File: src/sv/color_gradient_table_top_assert.svh
// ----------------------------------------------------------------------------
// color_gradient_table_top_assert.svh
// Assertion macros for the color gradient table.
// ----------------------------------------------------------------------------
`ifndef COLOR_GRADIENT_TABLE_TOP_ASSERT_SVH
`define COLOR_GRADIENT_TABLE_TOP_ASSERT_SVH

// Check a condition at the same edge as its trigger
`define CGT_ASSERT_NOW(name, clk, rst, ante, cons, msg) \
   name: assert property (@(posedge clk) disable iff (rst) (ante) |-> (cons)) \
      else $error(msg);

// Check a condition in the cycle after its trigger
`define CGT_ASSERT_NEXT(name, clk, rst, ante, cons, msg) \
   name: assert property (@(posedge clk) disable iff (rst) (ante) |=> (cons)) \
      else $error(msg);

`endif

File: src/sv/cgt_pkg.sv
// ----------------------------------------------------------------------------
// cgt_pkg
// Shared codes and types for the color gradient table.
// ----------------------------------------------------------------------------
`default_nettype none

package cgt_pkg;

   // Operation codes
   localparam logic [1:0] OP_ADD    = 2'd0;
   localparam logic [1:0] OP_REMOVE = 2'd1;
   localparam logic [1:0] OP_LOOKUP = 2'd2;

   // Status codes
   localparam logic [1:0] ST_DONE = 2'd0;
   localparam logic [1:0] ST_FULL = 2'd1;
   localparam logic [1:0] ST_DUP  = 2'd2;
   localparam logic [1:0] ST_MISS = 2'd3;

   // Color of an empty gradient
   localparam logic [7:0] EMPTY_GREY = 8'd128;

   // Request to the blend unit: one channel between two stops
   typedef struct packed {
      logic       start;
      logic [7:0] lo;
      logic [7:0] hi;
      logic [7:0] delta;
      logic [7:0] span;
   } blend_req_type;

endpackage

`default_nettype wire

File: src/sv/cgt_blend.sv
// ----------------------------------------------------------------------------
// cgt_blend
// One channel of linear interpolation: floor((lo*(span-dist)+hi*dist)/span),
// built from two multiplies, an add and a bit-serial restoring divide.
// ----------------------------------------------------------------------------
`default_nettype none

module cgt_blend (
   input  wire logic                  clock,
   input  wire logic                  reset,
   input  wire cgt_pkg::blend_req_type req,
   output logic                       done,
   output logic [7:0]                 quotient
);

   import cgt_pkg::*;

   localparam logic [1:0] PH_IDLE = 2'd0;
   localparam logic [1:0] PH_MUL  = 2'd1;
   localparam logic [1:0] PH_DIV  = 2'd2;

   logic [1:0]  ph_ff, ph_in;
   logic [15:0] p1_ff, p1_in;
   logic [7:0]  hi_ff, hi_in;
   logic [7:0]  dist_ff, dist_in;
   logic [7:0]  span_ff, span_in;
   logic [15:0] num_ff, num_in;
   logic [7:0]  rem_ff, rem_in;
   logic [3:0]  step_ff, step_in;
   logic        done_ff, done_in;
   logic [8:0]  trial;
   logic        fits;

   // Trial subtract of one divide step
   assign trial = {rem_ff, num_ff[15]};
   assign fits  = (trial >= {1'b0, span_ff});

   // Sequence multiply, add, then sixteen divide steps
   always_comb begin
      ph_in   = ph_ff;
      p1_in   = p1_ff;
      hi_in   = hi_ff;
      dist_in = dist_ff;
      span_in = span_ff;
      num_in  = num_ff;
      rem_in  = rem_ff;
      step_in = step_ff;
      done_in = 1'b0;
      case (ph_ff)
         PH_IDLE: begin
            if (req.start) begin
               p1_in   = req.lo * 8'(req.span - req.delta);
               hi_in   = req.hi;
               dist_in = req.delta;
               span_in = req.span;
               ph_in   = PH_MUL;
            end
         end
         PH_MUL: begin
            num_in  = 16'(p1_ff + hi_ff * dist_ff);
            rem_in  = '0;
            step_in = '0;
            ph_in   = PH_DIV;
         end
         PH_DIV: begin
            rem_in  = fits ? 8'(trial - {1'b0, span_ff}) : trial[7:0];
            num_in  = {num_ff[14:0], fits};
            step_in = step_ff + 4'd1;
            if (step_ff == 4'd15) begin
               done_in = 1'b1;
               ph_in   = PH_IDLE;
            end
         end
         default: begin
            ph_in = PH_IDLE;
         end
      endcase
   end

   always_ff @(posedge clock) begin
      if (reset) begin
         ph_ff   <= PH_IDLE;
         done_ff <= 1'b0;
      end else begin
         ph_ff   <= ph_in;
         done_ff <= done_in;
      end
      p1_ff   <= p1_in;
      hi_ff   <= hi_in;
      dist_ff <= dist_in;
      span_ff <= span_in;
      num_ff  <= num_in;
      rem_ff  <= rem_in;
      step_ff <= step_in;
   end

   // Quotient never exceeds the larger endpoint, so it fits eight bits
   assign done     = done_ff;
   assign quotient = num_ff[7:0];

endmodule

`default_nettype wire

File: config.mk
export PLATFORM = sky130hd
export DESIGN_NAME = cgt_blend
export DESIGN_NICKNAME = d
export VERILOG_FILES = /design/src/sv/color_gradient_table_top_assert.svh /design/src/sv/cgt_pkg.sv /design/src/sv/cgt_blend.sv
export SDC_FILE = /design/constraint.sdc
export NUM_CORES = 1
export LEC_CHECK = 0
export BUFFER_PORTS_ARGS = -buffer_cell sky130_fd_sc_hd__buf_4
export CAP_MARGIN = 20
export CORE_MARGIN = 2
export CORE_UTILIZATION = 40
export DETAILED_ROUTE_END_ITERATION = 10
export MAX_ROUTING_LAYER = met4
export PLACE_DENSITY_LB_ADDON = 0.2
export SETUP_SLACK_MARGIN = 0.05
export SYNTH_ARGS = -nofsm -noshare
export SYNTH_HDL_FRONTEND = slang
export SYNTH_SLANG_ARGS = --single-unit
File: constraint.sdc
create_clock -name clock -period 9.43 [get_ports clock]
set_clock_uncertainty 0.05 [all_clocks]
set_input_delay 0.943 -clock clock [delete_from_list [all_inputs] [get_ports clock]]
set_output_delay 0.943 -clock clock [all_outputs]
set_load 0.01 [all_outputs]
==> results of run 1 <==
## through the flow
stage | util | cell area (um2) | cells
4_1_cts | 0.452 | 9210 | 1161
3_5_place_dp | 0.436 | 8880 | 1145
5_1_grt | 0.453 | 9220 | 1162
2_1_floorplan | - | 8340 | 862
3_3_place_gp | 0.435 | 8850 | 1144
6_report | 0.453 | 9220 | 1162
## final cells by class
cell class | count | area, um2
multi-input cells | 610 | 5520
clock inverters | 7 | 104
fillers | 1985 | 11100
repair buffers | 46 | 365
clock buffers | 9 | 225
inverters | 149 | 559
well taps | 270 | 338
flip-flops and latches | 71 | 2100
## worst min-delay path: stages, from the launching register on
cell and delay (ps):
edfxtp_1 320, nand2_1 50, o21ai_0 50
## registers in the layout, indices dropped and copies added (netlist names)
signal / flops
ph_ff: 2
num_ff: 16
done: 1
span_ff: 8
dist_ff: 8
p1_ff: 16
step_ff: 4
rem_ff: 8
hi_ff: 8
## cell families after synthesis
| logic type | count (synthesis) |
|---|---|
| compound gates | 141 |
| xor+xnor | 23 |
| fa+ha+maj | 180 |
| buf+inv | 181 |
| flops | 71 |
| mux | 4 |
| simple gates | 262 |
## placed cells by master (no fill, tap or decap), types with 5 or more instances in the layout
| cell type | n |
|---|---|
| inv_1 | 148 |
| ha_1 | 92 |
| fa_1 | 88 |
| edfxtp_1 | 68 |
| nand2_1 | 64 |
| and2_1 | 64 |
| buf_4 | 45 |
| a21oi_1 | 35 |
| nor2_1 | 31 |
| nor2b_1 | 23 |
| o21ai_0 | 23 |
| nand3_1 | 20 |
| nor3_1 | 15 |
| xnor2_1 | 13 |
| a21o_1 | 11 |
| xor2_1 | 10 |
| a31oi_1 | 10 |
| nand2b_1 | 10 |
| nand4_1 | 9 |
| and3_1 | 9 |
| clkbuf_16 | 9 |
| o311ai_0 | 7 |
| a211oi_1 | 7 |
| nor3b_1 | 6 |
| o211ai_1 | 5 |
## worst paths after layout
path / start / end / slack [ps] / cells past startpoint
hold reg to reg: num_ff[8] / num_ff[9] / 480 / 2
setup / recovery: req[13] / p1_ff[14] / 3070 / 21
hold / removal: num_ff[8] / num_ff[9] / 480 / 2
setup reg to reg: dist_ff[6] / num_ff[15] / 4740 / 12
## metal layers
layer,global-route usage,part of all wire,vias to the layer above
li1,-,-,2944
met1,0.234,0.49,2919
met2,0.286,0.48,63
met3,0.0224,0.023,11
met4,0.0381,0.010,0
met5,-,0,-
==> out/qor.txt, run 1 <==
status - finished clean
largest family of logic cells by synthesized area - adder cells
Critical Path Sink Type - flip-flop
First-pass DRT Iterations - 5
minimum clock period - 6360 ps
fmax - 157 MHz
EDFF count, synth - 68
worst-margin pin slew - 997 ps
FFs w/ async S/R, synth - 0
layout cells sized above 1 - 0.0863
port bufs - 43
list of most frequent post-synthesis cells - inv_1 (148), ha_1 (92), fa_1 (88)
Num Clock Sinks - 71
HPWL Detailed - 13.7 mm
relative slew slack - 0.335
Adder-Cell Fraction of Synth Area - 0.349
H-tree Lvls - 3
crit-path max cell delay - 700 ps
CTS clock-pin slew for the worst setup and hold paths - 60 ps
Synth Flop Type - edfxtp_1
Post-Syn Area - 8340 um2
arrival time of the worst setup path - 6410 ps
max_cap viols - 0
Final ANT Viol Nets - 0
Mapped Cells - 862
Worst Path Buf+Inv - 5
gpl congestion - 0.801
Antenna Diode Count - 0
fin worst setup slack - 3070 ps
worst-path fanout max - 27
core area - 20,400 um2
Syn. warnings - 0
Area growth, synth to finish - 10.6%
# DRC - 0
number of distinct library cells after synthesis - 61
Seq/Total Area, Yosys - 0.252
post-CTS setup buffers - 0
critical path required time - 9470 ps
post-synthesis mux area share - 0.00540
total number of vias - 5,937
# rows - 52
crit path launch type - primary input
final setup vio count - 0
simple-gate share of the synthesized area - 0.166
Slew Viols, Final - 0
CTS tree - done
syn nets - 1,077
slowest library cell on the worst path - ha_1
Final nets - 1,102
Worst-Skew Late Latency - 340 ps
GRT overflow - 0
cell at the root of the clock tree - clkbuf_16
HP Class - reg -> reg
Yosys top cell area share - 0.245
cells along the critical path - buf_4, inv_1, ha_1, o21a_1, nor3_1, a21o_1, a211oi_2, nand2b_1, fa_1, fa_1, inv_1, fa_1, inv_1, fa_1, inv_1, ha_1, and3_4, a31oi_4, o21ai_2, or4_1, and4_1
Ports - 44
Max Root-Sink Buffers - 2
CP top delay family - adder cells
Compound-Gate Fraction of Synth Area - 0.118
critical path type - in -> reg
Mapped Avg Cell Area - 9.67 um2
Initial Util - 0.409
die width - 148 um
#FFs+latches synth - 71
endpoints failing hold - 0
DP Worst Slack - 2660 ps
antenna violations before repair - 0
XOR/XNOR Fraction of Synth Area - 0.0242
first-iteration detailed-routing DRC count - 272
Die Height - 148 um
DR vias/cell - 5.11
unrepaired setup endpoints after global routing - no
largest net degree at the start of global routing - 41
Die ar. - 22,000 um2
GRT Overall Usage - 0.174
Final period util - 0.675
most numerous cell in the Yosys netlist - inv_1
hold buffer count at CTS - 0
Setup TNS Final - 0 ps
vias in the first global route - 5,997
DRT Wirelength - 17.0 mm
Num CTS Buffers - 9
first-pass GRT wire length - 30.0 mm
post-synth top area cell - edfxtp_1
Worst Hold Margin - 479 ps
Post-CTS Resized - 0
drt wl/cell - 14.6 um
Synth area leaders - edfxtp_1 (24%), fa_1 (21%), ha_1 (14%)
Power of run 1 is not shown: default switching activity piles up to over one toggle a cycle in this logic, so the estimate is an artifact.
==> run 2, diff against run 1 <==
clock period = 5.25 ns   (was 9.43 ns; I/O delays follow)
==> run 2 against run 1 <==
Critical path depth up 4. Worst hold slack worse by 170 ps. Global-route usage up 0.65 points. Register-to-register slack worse by 4300 ps. Highest routed layer unchanged. Non-clock buffer count up 73. Sequential cell count unchanged. Die area unchanged. Routed wire length up 4.5%. First-iteration DRC count down 1.1%. Final cell count up 6.2%. Sequential share of layout area down 2.0 points.
==> out/qor.txt, run 2 (same netlist as run 1, synthesis figures left out) <==
Num CTS Buffers - 9
largest net degree at the start of global routing - 41
port bufs - 43
vias in the first global route - 6,425
First-pass DRT Iterations - 5
cell at the root of the clock tree - clkbuf_16
Num Clock Sinks - 71
unrepaired setup endpoints after global routing - yes
Final ANT Viol Nets - 0
placed cell areas - 9450 um2
final setup vio count - 0
critical path required time - 5360 ps
drt wl/cell - 14.4 um
Largest regs - num_ff (16), p1_ff (16)
commonest non-fill, non-tap cell in the layout - inv_1
Core Util, Final - 0.496
HPWL Detailed - 14.0 mm
Worst-Skew Late Latency - 340 ps
Critical Path Sink Type - flip-flop
DR vias/cell - 5.08
Final period util - 0.993
layout cells sized above 1 - 0.204
die width - 148 um
Fillers - 1,903
total number of vias - 6,269
post-route cell area - 10,100 um2
core area - 20,400 um2
fmax - 192 MHz
Antenna Diode Count - 0
critical path type - in -> reg
crit path launch type - primary input
Die Height - 148 um
antenna violations before repair - 0
Area growth, synth to finish - 21.1%
relative slew slack - 0.336
gpl congestion - 0.852
# DRC - 0
# rows - 52
status - finished clean
HP Class - in -> reg
worst-margin pin slew - 996 ps
Initial Util - 0.409
Max Root-Sink Buffers - 2
first-iteration detailed-routing DRC count - 269
GRT overflow - 0
Final nets - 1,175
GRT Overall Usage - 0.181
worst-path fanout max - 3
Slew Viols, Final - 0
max_cap viols - 0
highest-count cells in the layout ignoring fill and taps - inv_1 (140), buf_4 (112), fa_1 (86)
Setup TNS Final - 0 ps
Ports - 44
DRT Wirelength - 17.7 mm
CTS tree - done
arrival time of the worst setup path - 5330 ps
H-tree Lvls - 3
Die ar. - 22,000 um2
CTS clock-pin slew for the worst setup and hold paths - 60 ps
endpoints failing hold - 0
minimum clock period - 5210 ps
first-pass GRT wire length - 31.1 mm
run 2: cell types whose count changed in the layout (fill, tap and decap cells not counted), sizes merged:
cell | previous run | this run
clkinv | 1 | 3
buf | 46 | 119
inv | 151 | 149
clkinvlp | 2 | 1
run 2: layout make-up:
cell class | count | area, um2 | share of cell area
timing repair buffer | 119 | 928 | 0.0920
clock buffer | 9 | 225 | 0.0223
tap | 270 | 338 | 0.0335
multi-input combinational | 610 | 5840 | 0.579
inverter | 149 | 572 | 0.0567
clock inverter | 6 | 85.1 | 0.00843
sequential | 71 | 2100 | 0.208
run 2: worst paths after layout:
| kind | from | to | slack (ps) | depth (start not counted) |
|---|---|---|---|---|
| max reg2reg | hi_ff[3] | num_ff[15] | 440 | 12 |
| max | req[0] | p1_ff[13] | 40 | 25 |
| min reg2reg | num_ff[8] | num_ff[9] | 480 | 2 |
| min | req[21] | hi_ff[5] | 310 | 1 |
run 2: worst max-delay path: stages:
cell and delay (ps):
buf_12 110, inv_12 40, ha_4 110, inv_2 30, fa_2 330, a21o_1 190, a21oi_4 180, buf_6 130
xnor2_4 70, and2_4 160, fa_1 490, inv_2 50, fa_1 520, inv_1 50, fa_1 480, inv_1 50
fa_1 490, inv_2 50, ha_4 260, buf_6 100, o211ai_1 100, a21oi_2 190, o21ai_2 110, a2111o_1 430
o311ai_2 80
run 2: per-layer routing:
metal	share of wire	wire, um	GRT usage
met3	0.029	515	0.0233
met2	0.49	8650	0.300
met4	0.013	226	0.0433
met5	0	0	-
met1	0.47	8340	0.238
run 2: what timing repair did:
| item | in CTS | in global routing |
|---|---|---|
| endpoints found under the hold margin | 0 | 0 |
| hold buffers | 0 | 0 |
| gates resized for setup | 14 | 42 |
| pin swaps | 15 | 28 |
| setup endpoints to repair | 6 | 7 |
| buffers inserted | 4 | 4 |
run 2: metrics by stage:
stage	hold WS, ps	std cells	setup WS (ps)
6_report	307	1234	35.0
5_1_grt	292	1234	-158
4_1_cts	295	1231	-62.3
3_5_place_dp	470	1212	-518
3_3_place_gp	475	1212	-505
2_1_floorplan	445	862	-216
Power of run 2 is left out for the same reason.
==> run 3, diff against run 2 <==
PLACE_DENSITY_LB_ADDON = not set   (was 0.2)
==> run 3 against run 2 <==
Register-to-register slack better by 270 ps. Worst hold slack about the same. Cell area down 1.7%. Die area unchanged. Fmax down 0.12%.
==> out/qor.txt, run 3 (same netlist as run 1, synthesis figures left out) <==
status - finished clean
total number of vias - 6,286
Final period util - 0.995
layout cells sized above 1 - 0.184
hold buffer count at CTS - 0
Area growth, synth to finish - 19.0%
# rows - 52
First-pass DRT Iterations - 4
cell at the root of the clock tree - clkbuf_16
minimum clock period - 5220 ps
Die Height - 148 um
drt wl/cell - 14.7 um
Initial Util - 0.409
CTS tree - done
Critical Path Sink Type - flip-flop
highest-count cells in the layout ignoring fill and taps - inv_1 (144), buf_4 (113), ha_1 (89)
r2r endpoint - num_ff[15]
Antenna Diode Count - 0
fmax - 192 MHz
GRT Overall Usage - 0.183
Num Clock Sinks - 71
worst-margin pin slew - 1010 ps
HPWL Detailed - 14.3 mm
critical path type - in -> reg
unrepaired setup endpoints after global routing - yes
Worst Setup EP - p1_ff[14]
Final nets - 1,173
Reg-to-Reg Start - hi_ff[3]
Layout Cells excl Fill - 1,233
# DRC - 0
arrival time of the worst setup path - 5270 ps
placed instance count - 1,214
antenna violations before repair - 0
crit path launch type - primary input
first-iteration detailed-routing DRC count - 275
critical path required time - 5290 ps
port bufs - 43
gpl congestion - 0.840
HP Class - in -> reg
relative slew slack - 0.325
DR vias/cell - 5.10
largest net degree at the start of global routing - 41
Die ar. - 22,000 um2
first-pass GRT wire length - 31.2 mm
Num CTS Buffers - 9
max_cap viols - 0
Final ANT Viol Nets - 0
final setup vio count - 0
worst-path fanout max - 4
CTS clock-pin slew for the worst setup and hold paths - 60 ps
H-tree Lvls - 3
R2R Setup Slk - 710 ps
Register-to-Register Path Depth - 12
Worst-Skew Late Latency - 350 ps
core area - 20,400 um2
Slew Viols, Final - 0
endpoints failing hold - 0
Ports - 44
GRT overflow - 0
Largest regs - num_ff (16), p1_ff (16)
DRT Wirelength - 18.1 mm
vias in the first global route - 6,604
die width - 148 um
commonest non-fill, non-tap cell in the layout - inv_1
crit path from - req[0]
Max Root-Sink Buffers - 2
-- run 3: cell types whose count changed in the layout (fill, tap and decap cells not counted), moves of 4 or more --
cell    previous run  this run
and2_1            60        64
and2_4             4         0
buf_6              6         2
ha_1              85        89
ha_4               7         3
inv_1            140       144
inv_2              7         3
-- run 3: worst min-delay path by stage --
stage | from | endpoint | depth (start not counted) | slack, ps
after floorplan | num_ff[13] | num_ff[14] | 2 | 440
after global placement | num_ff[13] | num_ff[14] | 2 | 460
after detailed placement | num_ff[13] | num_ff[14] | 2 | 480
after CTS | req[21] | hi_ff[5] | 1 | 300
after global routing | req[21] | hi_ff[5] | 1 | 290
final | req[21] | hi_ff[5] | 1 | 310
-- run 3: stage by stage --
| step | hold slack, ps | setup TNS [ps] | instance area (um2) | utilization | setup slack, ps |
|---|---|---|---|---|---|
| detailed placement | 476 | -2930 | 9470 | 0.465 | -569 |
| CTS | 297 | -25.5 | 9810 | 0.482 | -23.4 |
| global placement | 459 | -2430 | 9470 | 0.465 | -485 |
| finish | 307 | 0 | 9920 | 0.487 | 28.7 |
| floorplan | 445 | -287 | 8430 | - | -216 |
| global route | 295 | -366 | 9920 | 0.487 | -138 |
-- run 3: what timing repair did --
action                                  in CTS  in global routing
hold endpoints to repair                     0                  0
resized for setup                           11                 19
buffers inserted                             1                  1
endpoints found under the setup margin       6                  7
pin swaps                                    8                 10
-- run 3: cell type report --
cell class	count	area (um2)
inverters	149	572
clock inverters	3	18.8
multi-input cells	610	5730
well taps	270	338
fillers	1943	10400
clock buffers	13	260
flip-flops and latches	71	2100
repair buffers	117	906
-- run 3: critical path: stages --
cell	delay, ps
buf_12	110
inv_12	40
ha_4	110
inv_2	30
fa_2	330
a21o_1	190
a21oi_4	200
xnor2_2	110
and2_1	190
fa_2	400
fa_1	530
inv_1	50
fa_1	460
fa_1	550
inv_1	40
ha_1	340
a21o_1	230
a21oi_4	170
o21ai_2	70
or4_1	450
and4_1	150
-- run 3: routing by layer --
metal	global-route usage	wire [um]	up-vias
li1	-	-	3090
met1	0.233	8190	3064
met2	0.308	8960	111
met3	0.0267	666	21
met4	0.0462	257	0
met5	-	0	-
Power of run 3 is left out for the same reason.
